===== config.mk =====
export PLATFORM = sky130hd
export DESIGN_NAME = barrier_direction_sequencer
export DESIGN_NICKNAME = d
export VERILOG_FILES = /design/src/design/bds_pkg.sv /design/src/design/barrier_direction_sequencer.sv
export SDC_FILE = /design/constraint.sdc
export NUM_CORES = 1
export LEC_CHECK = 0
export CAP_MARGIN = 15
export CELL_PAD_IN_SITES_DETAIL_PLACEMENT = 0
export CELL_PAD_IN_SITES_GLOBAL_PLACEMENT = 1
export CORE_MARGIN = 4
export CORE_UTILIZATION = 43
export DETAILED_ROUTE_END_ITERATION = 6
export DONT_BUFFER_PORTS = 1
export PLACE_DENSITY = 0.85
export SLEW_MARGIN = 15
export SYNTH_ARGS = -nofsm -noshare
export SYNTH_HDL_FRONTEND = slang
export SYNTH_SLANG_ARGS = --single-unit

===== constraint.sdc =====
create_clock -name i_clk -period 2.86 [get_ports i_clk]
set_input_delay 0.715 -clock i_clk [delete_from_list [all_inputs] [get_ports i_clk]]
set_output_delay 0.715 -clock i_clk [all_outputs]
set_load 0.05 [all_outputs]

===== src/design/bds_pkg.sv =====
package bds_pkg;

    localparam logic [1:0] OP_PRESS   = 2'd0;
    localparam logic [1:0] OP_RELEASE = 2'd1;
    localparam logic [1:0] OP_TICK    = 2'd2;

    localparam logic [3:0] SENS_A1 = 4'b0001;
    localparam logic [3:0] SENS_A2 = 4'b0010;
    localparam logic [3:0] SENS_B1 = 4'b0100;
    localparam logic [3:0] SENS_B2 = 4'b1000;

    localparam logic [2:0] SENS_NONE = 3'd4;
    localparam logic [2:0] SENS_ID_A2 = 3'd1;
    localparam logic [2:0] SENS_ID_B1 = 3'd2;

    localparam logic [1:0] REG_SHORT   = 2'd0;
    localparam logic [1:0] REG_LONG    = 2'd1;
    localparam logic [1:0] REG_CONFIRM = 2'd2;
    localparam logic [1:0] REG_PULSE   = 2'd3;

    localparam logic [15:0] SHORT_RST   = 16'd400;
    localparam logic [15:0] LONG_RST    = 16'd500;
    localparam logic [15:0] CONFIRM_RST = 16'd100;
    localparam logic [15:0] PULSE_RST   = 16'd14;

endpackage


===== src/design/barrier_direction_sequencer.sv =====
// Barrier direction sequencer. Takes sensor press, release and tick
// transactions and returns one result transaction per input: the direction
// state, alarm level, open/close drive levels, barrier open status and a
// moving flag, all as they stand after that input. One input is accepted per
// clock; the whole step (timers, direction state machine, pulse drive) is
// done in the cycle of acceptance and the result is held until taken, with
// the next input accepted on the same edge the result is taken. Registers
// 0..3 (short timeout, long timeout, confirm timeout, pulse length) must be
// written through the configuration port while the block is idle (unenforced).
module barrier_direction_sequencer
    import bds_pkg::*;
#(
    parameter int TIMER_BITS = 16
) (
    input  logic        i_clk,
    input  logic        i_rst_n,
    input  logic        i_cfg_we,
    input  logic [1:0]  i_cfg_index,
    input  logic [15:0] i_cfg_data,
    input  logic        i_in_valid,
    output logic        o_in_ready,
    input  logic [1:0]  i_operation,
    input  logic [1:0]  i_sensor_id,
    output logic        o_out_valid,
    input  logic        i_out_ready,
    output logic [2:0]  o_fsm_state,
    output logic        o_alarm_on,
    output logic        o_open_drive,
    output logic        o_close_drive,
    output logic        o_barrier_is_open,
    output logic        o_barrier_moving
);

    typedef enum logic [2:0] {
        ST_IDLE    = 3'd0,
        ST_PROC_AB = 3'd1,
        ST_PROC_BA = 3'd2,
        ST_OPT_AB  = 3'd3,
        ST_OPT_BA  = 3'd4,
        ST_FORCED  = 3'd5,
        ST_CONFIRM = 3'd6
    } t_mode;

    typedef logic [TIMER_BITS-1:0] t_timer;

    function automatic t_timer timer_fit(input logic [15:0] v);
        logic [TIMER_BITS+15:0] wide;
        wide = {{TIMER_BITS{1'b0}}, v};
        return wide[TIMER_BITS-1:0];
    endfunction

    localparam t_timer TIMER_ONE = t_timer'(1);

    logic [15:0] r_short, r_long, r_confirm_to, r_pulse_len;
    t_mode       r_mode, n_mode;
    logic [3:0]  r_flags, n_flags;
    logic [2:0]  r_recent, n_recent;
    logic [2:0]  r_earlier, n_earlier;
    t_timer      r_guard_cnt, n_guard_cnt;
    logic        r_guard_run, n_guard_run;
    t_timer      r_conf_cnt, n_conf_cnt;
    logic        r_conf_run, n_conf_run;
    logic        r_open_req, n_open_req;
    logic        r_close_req, n_close_req;
    logic [15:0] r_pulse_cnt, n_pulse_cnt;
    logic        r_pulse_open, n_pulse_open;
    logic        r_open_stat, n_open_stat;
    logic        r_alarm, n_alarm;
    logic        r_out_valid, n_out_valid;

    logic        in_acc;
    logic [3:0]  f;
    logic [15:0] len;
    logic        moving;

    assign o_in_ready = !r_out_valid || i_out_ready;
    assign in_acc     = i_in_valid && o_in_ready;
    assign f          = r_flags;
    assign len        = (r_pulse_len == 16'd0) ? 16'd1 : r_pulse_len;

    always_comb begin
        n_mode       = r_mode;
        n_flags      = r_flags;
        n_recent     = r_recent;
        n_earlier    = r_earlier;
        n_guard_cnt  = r_guard_cnt;
        n_guard_run  = r_guard_run;
        n_conf_cnt   = r_conf_cnt;
        n_conf_run   = r_conf_run;
        n_open_req   = r_open_req;
        n_close_req  = r_close_req;
        n_pulse_cnt  = r_pulse_cnt;
        n_pulse_open = r_pulse_open;
        n_open_stat  = r_open_stat;
        n_alarm      = r_alarm;
        n_out_valid  = r_out_valid;
        if (i_out_ready) begin
            n_out_valid = 1'b0;
        end
        if (in_acc) begin
            n_out_valid = 1'b1;
            case (i_operation)
                OP_PRESS: begin
                    n_flags   = r_flags | (4'b0001 << i_sensor_id);
                    n_earlier = r_recent;
                    n_recent  = {1'b0, i_sensor_id};
                end
                OP_TICK: begin
                    // timers
                    if (r_guard_run) begin
                        if (r_guard_cnt <= TIMER_ONE) begin
                            n_guard_cnt = '0;
                            n_guard_run = 1'b0;
                            n_alarm     = 1'b0;
                            n_open_req  = 1'b1;
                            n_mode      = ST_IDLE;
                        end else begin
                            n_guard_cnt = r_guard_cnt - TIMER_ONE;
                        end
                    end
                    if (r_conf_run) begin
                        if (r_conf_cnt <= TIMER_ONE) begin
                            n_conf_cnt = '0;
                            n_conf_run = 1'b0;
                            if (n_mode == ST_CONFIRM) begin
                                n_alarm    = 1'b0;
                                n_open_req = 1'b1;
                                n_mode     = ST_IDLE;
                            end
                        end else begin
                            n_conf_cnt = r_conf_cnt - TIMER_ONE;
                        end
                    end
                    // direction state machine
                    case (n_mode)
                        ST_IDLE: begin
                            if ((f & SENS_A1) != 4'd0) begin
                                n_mode = ST_PROC_AB; n_alarm = 1'b1;
                                n_flags = n_flags & ~SENS_A1;
                                n_guard_cnt = timer_fit(r_short); n_guard_run = 1'b1;
                            end else if ((f & SENS_B2) != 4'd0) begin
                                n_mode = ST_PROC_BA; n_close_req = 1'b1; n_alarm = 1'b1;
                                n_flags = n_flags & ~SENS_B2;
                                n_guard_cnt = timer_fit(r_short); n_guard_run = 1'b1;
                            end else if ((f & (SENS_A2 | SENS_B1)) != 4'd0) begin
                                n_mode = ST_FORCED; n_close_req = 1'b1; n_alarm = 1'b1;
                                n_flags = n_flags & ~(SENS_A2 | SENS_B1);
                                n_guard_cnt = timer_fit(r_long); n_guard_run = 1'b1;
                            end
                        end
                        ST_PROC_AB: begin
                            if ((f & SENS_A2) != 4'd0) begin
                                n_mode = ST_OPT_AB; n_close_req = 1'b1;
                                n_flags = n_flags & ~SENS_A2;
                                n_guard_cnt = timer_fit(r_long); n_guard_run = 1'b1;
                            end else if ((f & SENS_A1) != 4'd0) begin
                                n_flags = n_flags & ~SENS_A1;
                                n_guard_cnt = timer_fit(r_short); n_guard_run = 1'b1;
                            end else if ((f & (SENS_B1 | SENS_B2)) != 4'd0) begin
                                n_mode = ST_FORCED; n_close_req = 1'b1; n_alarm = 1'b1;
                                n_flags = n_flags & ~(SENS_B1 | SENS_B2);
                                n_guard_cnt = timer_fit(r_long); n_guard_run = 1'b1;
                            end
                        end
                        ST_PROC_BA: begin
                            if ((f & SENS_B1) != 4'd0) begin
                                n_mode = ST_OPT_BA; n_close_req = 1'b1;
                                n_flags = n_flags & ~SENS_B1;
                                n_guard_cnt = timer_fit(r_long); n_guard_run = 1'b1;
                            end else if ((f & SENS_B2) != 4'd0) begin
                                n_flags = n_flags & ~SENS_B2;
                                n_guard_cnt = timer_fit(r_short); n_guard_run = 1'b1;
                            end else if ((f & (SENS_A1 | SENS_A2)) != 4'd0) begin
                                n_mode = ST_FORCED; n_close_req = 1'b1; n_alarm = 1'b1;
                                n_flags = n_flags & ~(SENS_A1 | SENS_A2);
                                n_guard_cnt = timer_fit(r_long); n_guard_run = 1'b1;
                            end
                        end
                        ST_OPT_AB: begin
                            if ((f & SENS_B2) != 4'd0) begin
                                n_flags = n_flags & ~SENS_B2;
                                n_mode = ST_CONFIRM; n_alarm = 1'b0; n_guard_run = 1'b0;
                                n_conf_cnt = timer_fit(r_confirm_to); n_conf_run = 1'b1;
                            end else if ((f & SENS_B1) != 4'd0) begin
                                n_flags = n_flags & ~SENS_B1;
                                n_guard_cnt = timer_fit(r_short); n_guard_run = 1'b1;
                            end else if ((f & (SENS_A1 | SENS_A2)) != 4'd0) begin
                                n_mode = ST_FORCED; n_close_req = 1'b1; n_alarm = 1'b1;
                                n_flags = n_flags & ~(SENS_A1 | SENS_A2);
                                n_guard_cnt = timer_fit(r_short); n_guard_run = 1'b1;
                            end
                        end
                        ST_OPT_BA: begin
                            if ((f & SENS_A1) != 4'd0) begin
                                n_flags = n_flags & ~SENS_A1;
                                n_mode = ST_CONFIRM; n_alarm = 1'b0; n_guard_run = 1'b0;
                                n_conf_cnt = timer_fit(r_confirm_to); n_conf_run = 1'b1;
                            end else if ((f & SENS_A2) != 4'd0) begin
                                n_flags = n_flags & ~SENS_A2;
                                n_guard_cnt = timer_fit(r_short); n_guard_run = 1'b1;
                            end else if ((f & (SENS_B1 | SENS_B2)) != 4'd0) begin
                                n_mode = ST_FORCED; n_close_req = 1'b1; n_alarm = 1'b1;
                                n_flags = n_flags & ~(SENS_B1 | SENS_B2);
                                n_guard_cnt = timer_fit(r_long); n_guard_run = 1'b1;
                            end
                        end
                        ST_FORCED: begin
                            if ((f & (SENS_A1 | SENS_B2)) != 4'd0) begin
                                if (r_earlier == SENS_ID_A2 || r_earlier == SENS_ID_B1) begin
                                    n_mode = ST_CONFIRM; n_alarm = 1'b0; n_guard_run = 1'b0;
                                    n_conf_cnt = timer_fit(r_confirm_to); n_conf_run = 1'b1;
                                end else begin
                                    n_alarm = 1'b1; n_close_req = 1'b1;
                                    n_guard_cnt = timer_fit(r_short); n_guard_run = 1'b1;
                                end
                                n_flags = n_flags & ~(SENS_A1 | SENS_B2);
                            end else if ((f & (SENS_A2 | SENS_B1)) != 4'd0) begin
                                n_alarm = 1'b1; n_close_req = 1'b1;
                                n_flags = n_flags & ~(SENS_A2 | SENS_B1);
                                n_guard_cnt = timer_fit(r_long); n_guard_run = 1'b1;
                            end
                        end
                        ST_CONFIRM: begin
                            if ((f & (SENS_A1 | SENS_A2)) != 4'd0) begin
                                n_mode = ST_OPT_AB; n_alarm = 1'b1; n_close_req = 1'b1;
                                n_flags = n_flags & ~(SENS_A1 | SENS_A2);
                                n_guard_cnt = timer_fit(r_short); n_guard_run = 1'b1;
                            end else if ((f & (SENS_B1 | SENS_B2)) != 4'd0) begin
                                n_mode = ST_OPT_BA; n_alarm = 1'b1; n_close_req = 1'b1;
                                n_flags = n_flags & ~(SENS_B1 | SENS_B2);
                                n_guard_cnt = timer_fit(r_short); n_guard_run = 1'b1;
                            end
                        end
                        default: begin
                            n_mode = ST_IDLE;
                        end
                    endcase
                    // pulse drive: close wins over open
                    if (r_pulse_cnt != 16'd0) begin
                        n_pulse_cnt = r_pulse_cnt - 16'd1;
                        if (n_pulse_cnt == 16'd0) begin
                            n_open_stat = r_pulse_open;
                            if (r_pulse_open) begin
                                n_alarm = 1'b0;
                            end
                        end
                    end
                    if (n_pulse_cnt == 16'd0) begin
                        if (n_close_req) begin
                            n_close_req  = 1'b0;
                            n_pulse_open = 1'b0;
                            n_pulse_cnt  = len;
                        end else if (n_open_req) begin
                            n_open_req   = 1'b0;
                            n_pulse_open = 1'b1;
                            n_pulse_cnt  = len;
                        end
                    end
                end
                default: begin
                end
            endcase
        end
    end

    always_ff @(posedge i_clk) begin
        if (!i_rst_n) begin
            r_short      <= SHORT_RST;
            r_long       <= LONG_RST;
            r_confirm_to <= CONFIRM_RST;
            r_pulse_len  <= PULSE_RST;
            r_mode       <= ST_IDLE;
            r_flags      <= 4'd0;
            r_recent     <= SENS_NONE;
            r_earlier    <= SENS_NONE;
            r_guard_cnt  <= timer_fit(SHORT_RST);
            r_guard_run  <= 1'b1;
            r_conf_cnt   <= '0;
            r_conf_run   <= 1'b0;
            r_open_req   <= 1'b0;
            r_close_req  <= 1'b0;
            r_pulse_cnt  <= 16'd0;
            r_pulse_open <= 1'b0;
            r_open_stat  <= 1'b1;
            r_alarm      <= 1'b0;
            r_out_valid  <= 1'b0;
        end else begin
            if (i_cfg_we) begin
                case (i_cfg_index)
                    REG_SHORT:   r_short      <= i_cfg_data;
                    REG_LONG:    r_long       <= i_cfg_data;
                    REG_CONFIRM: r_confirm_to <= i_cfg_data;
                    REG_PULSE:   r_pulse_len  <= i_cfg_data;
                    default: begin
                    end
                endcase
            end
            r_mode       <= n_mode;
            r_flags      <= n_flags;
            r_recent     <= n_recent;
            r_earlier    <= n_earlier;
            r_guard_cnt  <= n_guard_cnt;
            r_guard_run  <= n_guard_run;
            r_conf_cnt   <= n_conf_cnt;
            r_conf_run   <= n_conf_run;
            r_open_req   <= n_open_req;
            r_close_req  <= n_close_req;
            r_pulse_cnt  <= n_pulse_cnt;
            r_pulse_open <= n_pulse_open;
            r_open_stat  <= n_open_stat;
            r_alarm      <= n_alarm;
            r_out_valid  <= n_out_valid;
        end
    end

    assign moving            = (r_pulse_cnt != 16'd0);
    assign o_out_valid       = r_out_valid;
    assign o_fsm_state       = r_mode;
    assign o_alarm_on        = r_alarm;
    assign o_open_drive      = moving && r_pulse_open;
    assign o_close_drive     = moving && !r_pulse_open;
    assign o_barrier_is_open = r_open_stat;
    assign o_barrier_moving  = moving;

endmodule

-- Word level (Yosys, flattened, before mapping)
Index checks and enable logic that the tools add are counted.
- $add $sub $neg: 3
- order comparisons: 2
- equality and inequality tests: 31
- shift-type cells: 1
- multiplexer cells: 164
- bitwise logic cells: 1
- reductions and logical operators: 33
- operators with widths (kind ; number):
    $mux 16 ; 33
    $pmux 16 s7 ; 1
    $mux 3 ; 30
    $mux 1 ; 79
    $ne 3x3->1 const B ; 17
    $logic_not 16->1 ; 3
    $pmux 16 s3 ; 1
    $sub 16x1->16 const B ; 3
    $mux 4 ; 10
    $le 16x1->1 const B ; 2
    $pmux 4 s7 ; 1
    $pmux 1 s7 ; 3
    $pmux 3 s7 ; 1
    $reduce_bool 16->1 ; 1
    $reduce_bool 4->1 ; 4
    $reduce_and 15->1 ; 1
    $reduce_and 14->1 ; 1
    $eq 3x3->1 const B ; 4
    $reduce_and 12->1 ; 1
    $reduce_and 2->1 ; 6
    $reduce_and 10->1 ; 1
    $eq 3x2->1 const B ; 3
    $ne 8x1->1 const B ; 1
    $pmux 4 s2 ; 1
    14 further kinds ; 27
- register bits: 133
- input bits: 27
- output and inout bits: 10

-- Depth between registers and ports, before layout
Gate-level depths: netlist of the first run.
- word-level depth: 17
- mapped depth: 13

-- Least setup slack after synthesis of the first run
Ideal clock, no wire load.
- kind: reg2out
- start: register r_pulse_cnt[8]
- end: output port o_open_drive
- arrival: 2387 ps
- required time: 2145 ps
- slack: -242 ps
- cell stages (with the launch flop): 7
- buffers on the path: 0
- cell sequence: dfxtp_1 > or4_1 > nor3_1 > nand2_1 > nor2_1 > inv_1 > and2_1
- word-level cells in the longest chain between the ends: 2
- RTL lines (item ; RTL line ; source):
    start, declared ; barrier_direction_sequencer.sv:65 ; logic [15:0] r_pulse_cnt, n_pulse_cnt;
    start signal, assigned ; barrier_direction_sequencer.sv:308 ; r_pulse_cnt <= n_pulse_cnt;
    $reduce_bool 16->1 ; barrier_direction_sequencer.sv:316 ; assign moving = (r_pulse_cnt != 16'd0);
    net o_barrier_moving ; barrier_direction_sequencer.sv:31 ; output logic o_barrier_moving
    $logic_and 1x1->1 ; barrier_direction_sequencer.sv:320 ; assign o_open_drive = moving && r_pulse_open;
    end, declared ; barrier_direction_sequencer.sv:28 ; output logic o_open_drive,
The timed path passes the listed nets, and every way through them passes these cells.

-- Worst setup path in the final report of the first run
- start: register r_pulse_cnt[9]
- end: output port o_open_drive
- word-level cells in the longest chain between the ends: 2
- RTL lines (item ; RTL line):
    $reduce_bool 16->1 ; barrier_direction_sequencer.sv:316
    $logic_and 1x1->1 ; barrier_direction_sequencer.sv:320
No other way between the ends.

==> results by group, run 1 <==
Run status
  • Status: finished clean

Timing
  • Fin crit period: 2.83 ns
  • Fin crit share: 99.0%
  • Fmax: 353 MHz
  • Setup violations, final: 0
  • Final Hold Vio Count: 0
  • Final slew viol count: 0
  • Max Clock Skew: 0.0251 ns
  • Min setup slack post-route: 0.0295 ns
  • Worst slew margin: 43.2%
  • Worst-Margin Slew: 0.852 ns

Floorplanning
  • Die width: 155 microns
  • Die Area: 23900 sq um
  • Initial Utilization: 43.9%
  • Row count: 53
  • Die span in y: 155 microns
  • Top Ports: 37
  • CORE AREA: 21100 sq um

Logic synthesis
  • Post-Synth Adder-Cell Area: 0.811%
  • Synthesis Warnings: 0
  • Main combinational cell family by area after synthesis: compound AO/OA/AOI/OAI gates
  • Ys flop type: dfxtp_1
  • Xor and xnor area share after synthesis: 2.36%
  • Post-Syn Nets: 1381
  • Cells after Synth: 1348
  • Synth Area in Simple Gates: 27.5%
  • Netlist cell types: 86
  • Post-synthesis mux area share: 0.662%
  • Cell Area, Synth: 9260 sq um
  • Compound-Gate Fraction of Synth Area: 34.5%
  • Syn avg cell area: 6.87 sq um
  • Sequential-to-total area share from yosys stat: 28.8%
  • Synth Register Bits: 133
  • EDFF count, synth: 0
  • Post-synthesis async set-or-reset flop share: 0%

Routing
  • Routed wire length: 44400 microns
  • Drt first pass iters: 5
  • ANT nets after route: 0
  • DR WL met3: 4750 microns
  • M1 wire length: 17800 microns
  • Vias: 11600
  • Initial DRC count: 1448
  • Post-DR vias/cell: 6.52
  • DR top layer: met4
  • Routed wl met2: 19400 microns
  • Wire per inst: 25.0 microns
  • DRC: 0

Cells and area
  • Share of layout cells above drive strength 1: 22.3%
  • Util after Layout: 56.4%
  • Synth-to-layout area growth: 28.6%
  • Nets: 1517
  • Antenna Cells: 0

Setup path
  • Reg2Reg Launch Point: r_pulse_cnt[3]
  • Startpoint types: flip-flop
  • CP Class: reg -> out
  • Worst Setup End Kind: output port
  • Worst reg2reg endpoint: r_pulse_cnt[7]
  • CP required: 2.14 ns
  • CP Launch Point: r_pulse_cnt[9]
  • Arrival time worst endpoint: 2.12 ns
  • CP max FO: 7
  • R2r worst-path depth: 9
  • R2R Setup Slk: 0.08 ns

GRT
  • Initial antenna violation count: 0
  • Total global-route track usage: 35.9%
  • Global-route wire length before repair: 66400 microns
  • Total grt overflow: 0
  • Vias in the first global route: 10900
  • Largest net degree at the start of global routing: 69

Power and ir drop
  • Peak supply drop: 333 uV
  • Leak: 4.62 nW
  • Pwr/cell area: 455 nW/um^2
  • Total power: 5.41 mW

Worst hold path
  • HP Class: in -> reg
  • Hold Startpoint: i_rst_n
  • Worst Hold Path EP: r_recent[2]
  • Worst Hold Depth: 1

Placement
  • Dpl hpwl: 31800 microns
  • DP Worst Slack: -0.0719 ns
  • PortBufs: 0
  • RD Place Congestion: 1.07

Clocking
  • CTS root buf: clkbuf_16
  • # clock sinks: 133
  • CTS tree: yes
  • # hold bufs at CTS: 0
  • Clk slew on worst S/H paths: 0.07 ns
  • Clk_lat worst skew: 0.44 ns
  • Max Root-Sink Buffers: 2
  • TritonCTS Buffers: 17
  • # H-tree levels: 4

Job
  • Max cap viols: 0
routing by layer:
layer / global-route usage [%] / up-vias
met3: 7.92 / 170
met4: 19.0 / 0
met5: 0 / -
met1: 46.3 / 5411
li1: - / 5274
met2: 56.1 / 696
worst max-delay path by stage:
stage | endpoint | slack [ns] | cells after the start
2_1_floorplan | o_open_drive | -0.009 | 8
3_3_place_gp | r_guard_cnt[0] | -0.07 | 10
3_5_place_dp | f[2] | -0.07 | 13
4_1_cts | o_open_drive | 0.02 | 6
5_1_grt | r_pulse_cnt[3] | -0.02 | 11
6_report | o_open_drive | 0.03 | 6
cells in the final DEF (no fill, tap or decap), types with 11 or more instances in the layout:
cell type / count
nor3_1: 37
o21ai_0: 102
inv_1: 23
a211oi_1: 15
or3_1: 12
clkbuf_16: 18
o22ai_1: 33
nor2_1: 106
a21oi_1: 158
o221ai_1: 20
nand2_1: 239
xnor2_1: 15
a22oi_1: 11
nand3_1: 39
dfxtp_1: 130
o31ai_1: 11
buf_4: 203
a31oi_1: 18
nor4_1: 18
worst max-delay path, stage by stage, from the launching register on:
cell     delay [ns]
dfxtp_1        0.31
or4_4          0.58
nor3_4         0.22
nand2_2        0.11
nor2_4         0.15
inv_4          0.08
and2_4         0.22
area by class of cell:
cell class | instances | area [sq um]
Multi-Input combinational cell | 1087 | 6400
Clock buffer | 19 | 453
Timing Repair Buffer | 220 | 1810
Inverter | 25 | 96.3
Clock inverter | 13 | 136
Tap cell | 275 | 344
Fill cell | 2094 | 9180
Sequential cell | 133 | 2670
registers in the layout (all words and copies together) (netlist names), 4 cells and up:
name	flops
r_conf_cnt	16
r_confirm_to	16
r_guard_cnt	16
r_long	16
r_pulse_cnt	16
r_pulse_len	16
r_short	16
f	4
cell families after synthesis:
family	Yosys count
and+or+nand+nor	552
AOI/OAI and AO/OA	498
DFF	133
buffers and inverters	128
xor gates and xnor gates	25
muxes	6
adders and majority gates	6
report_power, final:
group	total (mW)	internal, mW	leakage (nW)	switching, mW
registers	1.99	1.91	1.08	0.0755
clock network	2.28	1.27	0.293	1.00
logic	1.15	0.434	3.24	0.713
through the flow:
| stage | hold WS (ns) | instance area (sq um) | setup TNS (ns) | instances |
|---|---|---|---|---|
| 2_1_floorplan | 0.409 | 9270 | -0.00905 | 1348 |
| 3_3_place_gp | 0.433 | 11000 | -0.140 | 1735 |
| 3_5_place_dp | 0.436 | 11000 | -0.129 | 1735 |
| 4_1_cts | 0.335 | 11600 | 0 | 1767 |
| 5_1_grt | 0.357 | 11900 | -0.0666 | 1772 |
| 6_report | 0.351 | 11900 | 0 | 1772 |
synth_stat cells, types with 5 or more instances:
| cell type | count | share of area, % |
|---|---|---|
| a2111oi_0 | 6 | 0.57 |
| a211oi_1 | 19 | 1.5 |
| a21o_1 | 6 | 0.49 |
| a21oi_1 | 161 | 8.7 |
| a221oi_1 | 8 | 0.76 |
| a22o_1 | 10 | 0.95 |
| a22oi_1 | 11 | 0.89 |
| a31oi_1 | 20 | 1.4 |
| and3_1 | 12 | 0.81 |
| buf_1 | 6 | 0.24 |
| buf_2 | 7 | 0.38 |
| clkbuf_1 | 87 | 3.5 |
| dfxtp_1 | 133 | 29 |
| ha_1 | 6 | 0.81 |
| inv_1 | 24 | 0.97 |
| mux2i_1 | 5 | 0.54 |
| nand2_1 | 244 | 9.9 |
| nand2b_1 | 10 | 0.68 |
| nand3_1 | 40 | 2.2 |
| nand4_1 | 5 | 0.34 |
| nor2_1 | 111 | 4.5 |
| nor2b_1 | 5 | 0.34 |
| nor3_1 | 43 | 2.3 |
| nor3b_1 | 5 | 0.41 |
| nor4_1 | 21 | 1.4 |
| o2111ai_1 | 6 | 0.57 |
| o211ai_1 | 10 | 0.81 |
| o21a_1 | 6 | 0.49 |
| o21ai_0 | 108 | 5.8 |
| o221ai_1 | 20 | 1.9 |
| o22ai_1 | 33 | 2.2 |
| o2bb2ai_1 | 5 | 0.47 |
| o31ai_1 | 11 | 0.89 |
| or2_2 | 8 | 0.54 |
| or3_1 | 13 | 0.88 |
| or4_1 | 9 | 0.73 |
| xnor2_1 | 15 | 1.4 |
| xor2_1 | 10 | 0.95 |
repair_timing:
item,CTS,global route
pin swaps,1,17
gates cloned,0,2
endpoints found under the setup margin,13,53
buffers inserted,0,3
gates resized for setup,10,63
endpoints found under the hold margin,0,0
(Power assumes the default switching activity.)
==> run 2, diff against run 1 <==
- ABC_AREA: unset -> 1
- CORE_UTILIZATION: 43 -> 41
- PLACE_DENSITY: 0.85 -> 0.84
==> run 2 against run 1 <==
Clock-buffer cell count is 1 lower; area after synthesis is 14% higher; first-iteration DRC count is 12% lower; clock power is 4% lower; routed wire length is 1.8% lower; sequential share of layout area is 0.17 points lower; via count is 8.9% higher; total power is 2.8% higher; design area is 0.67% higher; sequential power is 3% higher; global-route usage is 6.3 points lower; critical endpoint is now r_guard_cnt[8].
==> results by group, run 2 <==
Clocking
  • Clk_lat worst skew: 0.45 ns
  • # clock sinks: 133
  • TritonCTS Buffers: 17
  • Clk slew on worst S/H paths: 0.07 ns
  • # H-tree levels: 4
  • Max Root-Sink Buffers: 2
  • CTS tree: yes
  • CTS root buf: clkbuf_16

Logic synthesis
  • Most frequent cell after synthesis: nand2_1
  • Ys flop type: dfxtp_1
  • Top cells by area, synth: dfxtp_1 25%, nand2_1 13%, o21ai_0 10%, a21oi_1 8.2%, nor2_1 8.1%
  • Cell accounting for the most synthesized area: dfxtp_1
  • Syn avg cell area: 5.94 sq um
  • Synth Register Bits: 133
  • Netlist cell types: 54
  • Post-Syn Nets: 1808
  • Top cell type's share of synthesized area: 25.2%
  • Synthesis Warnings: 0
  • Post-synthesis async set-or-reset flop share: 0%
  • Cell Area, Synth: 10500 sq um
  • Cells after Synth: 1775
  • Post-synth top cells: 362 x nand2_1, 228 x nor2_1, 220 x o21ai_0
  • EDFF count, synth: 0
  • Sequential-to-total area share from yosys stat: 25.2%

Cells and area
  • Most common cell after layout, fill and taps aside: nand2_1
  • Post-Layout Inst Area: 12000 sq um
  • Nets: 1822
  • Synth-to-layout area growth: 13.6%
  • Share of layout cells above drive strength 1: 12.0%
  • Antenna Cells: 0
  • Commonest non-fill, non-tap cells in the layout: 355 x nand2_1, 223 x nor2_1, 219 x o21ai_0, 173 x a21oi_1, 161 x inv_1

Timing
  • Fmax: 361 MHz
  • RSZ-0062 raised after global routing: yes
  • Worst-Margin Slew: 0.647 ns
  • Fin crit share: 96.9%
  • Setup violations, final: 0
  • Max Clock Skew: 0.0144 ns
  • Final slew viol count: 0
  • Hold Slack: 0.382 ns
  • Final Hold Vio Count: 0
  • Worst slew margin: 56.8%
  • Fin crit period: 2.77 ns

Placement
  • Dpl hpwl: 31300 microns
  • RD Place Congestion: 1.09
  • Cell area after placement: 11200 sq um
  • PortBufs: 0

GRT
  • Global-route wire length before repair: 65700 microns
  • Vias in the first global route: 11400
  • Total global-route track usage: 29.6%
  • Initial antenna violation count: 1
  • Total grt overflow: 0
  • Largest net degree at the start of global routing: 103

Power and ir drop
  • Net Sw Power: 2.04 mW
  • Reg power frac: 36.8%
  • Total power: 5.56 mW
  • Peak supply drop: 319 uV
  • Clock power share: 39.1%
  • Combinational share of power: 24.1%
  • Switching portion of total power: 36.7%
  • Pwr/cell area: 464 nW/um^2
  • P_int: 3.52 mW
  • Leak: 5.26 nW

Setup path
  • Arrival time worst endpoint: 3.11 ns
  • Worst Setup End Kind: flip-flop
  • Startpoint types: flip-flop
  • CP max FO: 14
  • R2r worst-path depth: 17
  • CP required: 3.20 ns
  • CP Class: reg -> reg

Routing
  • Drt first pass iters: 7
  • Initial DRC count: 1276
  • Vias: 12600
  • DRC: 0
  • Routed wire length: 43600 microns
  • Post-DR vias/cell: 5.90
  • Wire per inst: 20.5 microns
  • ANT nets after route: 0

Worst hold path
  • HP Class: in -> reg
  • Worst Hold Depth: 1

Job
  • Max cap viols: 0

Floorplanning
  • Initial Utilization: 41.8%
  • Row count: 58
  • CORE AREA: 25300 sq um
  • Top Ports: 37
  • Die width: 168 microns
  • Die span in y: 168 microns
  • Die Area: 28400 sq um

Run status
  • Status: finished clean
-- run 2: changes by cell type after synthesis, moves of 19 or more --
cell      previous run  this run
nand4_1              5        26
nor2_1             111       228
nand3_1             40        96
nand2_1            244       362
o22ai_1             33        14
o21ai_0            108       220
o211ai_1            10        46
inv_1               24       164
-- run 2: cells by family after synthesis --
kind of cell               after synthesis  share of synthesized area (%)
buffers and inverters                  279                           10.3
adders and majority gates                6                          0.712
AOI/OAI and AO/OA                      534                           28.6
xor gates and xnor gates                25                           2.08
DFF                                    133                           25.2
and+or+nand+nor                        798                           33.0
-- run 2: through the flow --
| step | worst slack (ns) | instances | TNS (ns) | utilization (%) |
|---|---|---|---|---|
| final | 0.0894 | 2132 | 0 | 47.5 |
| after floorplan | 0.420 | 1775 | 0 | - |
| after CTS | 0.00884 | 2116 | 0 | 46.5 |
| after global placement | 0.165 | 2084 | 0 | 44.3 |
| after global routing | -0.0805 | 2132 | -0.116 | 47.5 |
| after detailed placement | 0.110 | 2084 | 0 | 44.3 |
-- run 2: area by class of cell --
class / count / area (sq um)
fill: 2704 / 13300
multi-input combinational: 1365 / 6910
sequential: 133 / 2660
timing repair buffer: 90 / 738
inverter: 182 / 693
clock buffer: 18 / 429
tap: 330 / 413
clock inverter: 14 / 133
-- run 2: final timing paths --
kind,start,slack [ns],end
setup / recovery,r_guard_cnt[0],0.09,r_guard_cnt[8]
hold / removal,i_rst_n,0.38,o_barrier_is_open
setup reg to reg,r_guard_cnt[0],0.09,r_guard_cnt[8]
hold reg to reg,r_recent[2],0.45,r_recent[2]
-- run 2: power groups by stage --
stage	sequential, mW	combinational, mW	clock, mW
floorplan	2.05	0.944	0
global placement	2.08	1.25	0
detailed placement	2.08	1.25	0
CTS	2.04	1.26	2.20
global route	2.06	1.48	2.28
finish	2.05	1.34	2.18
-- run 2: per-layer routing --
metal	GRT usage (%)	wire [microns]
met1	38.1	18200
met2	48.3	19500
met3	5.68	3780
met4	12.9	2130
met5	0	0
-- run 2: what timing repair did --
action	4_1_cts	5_1_grt
setup buffers	0	14
cloned	0	2
setup endpoints to repair	2	50
resized for setup	2	26
hold buffers	0	0
pin swaps	0	10
-- run 2: critical path, stage by stage (launching register included) --
cell and delay, ns:
dfxtp_1 0.33, inv_1 0.10, ha_2 0.19, inv_1 0.04, nand2_1 0.07, nand2_1 0.09, nor2_4 0.19, nand3_4 0.20
nand3_2 0.16, inv_1 0.10, nand2_4 0.19, inv_2 0.21, nand2_1 0.11, a21oi_1 0.04, nor3_1 0.21, nand4_1 0.23
nand2_1 0.15, nand2_1 0.05
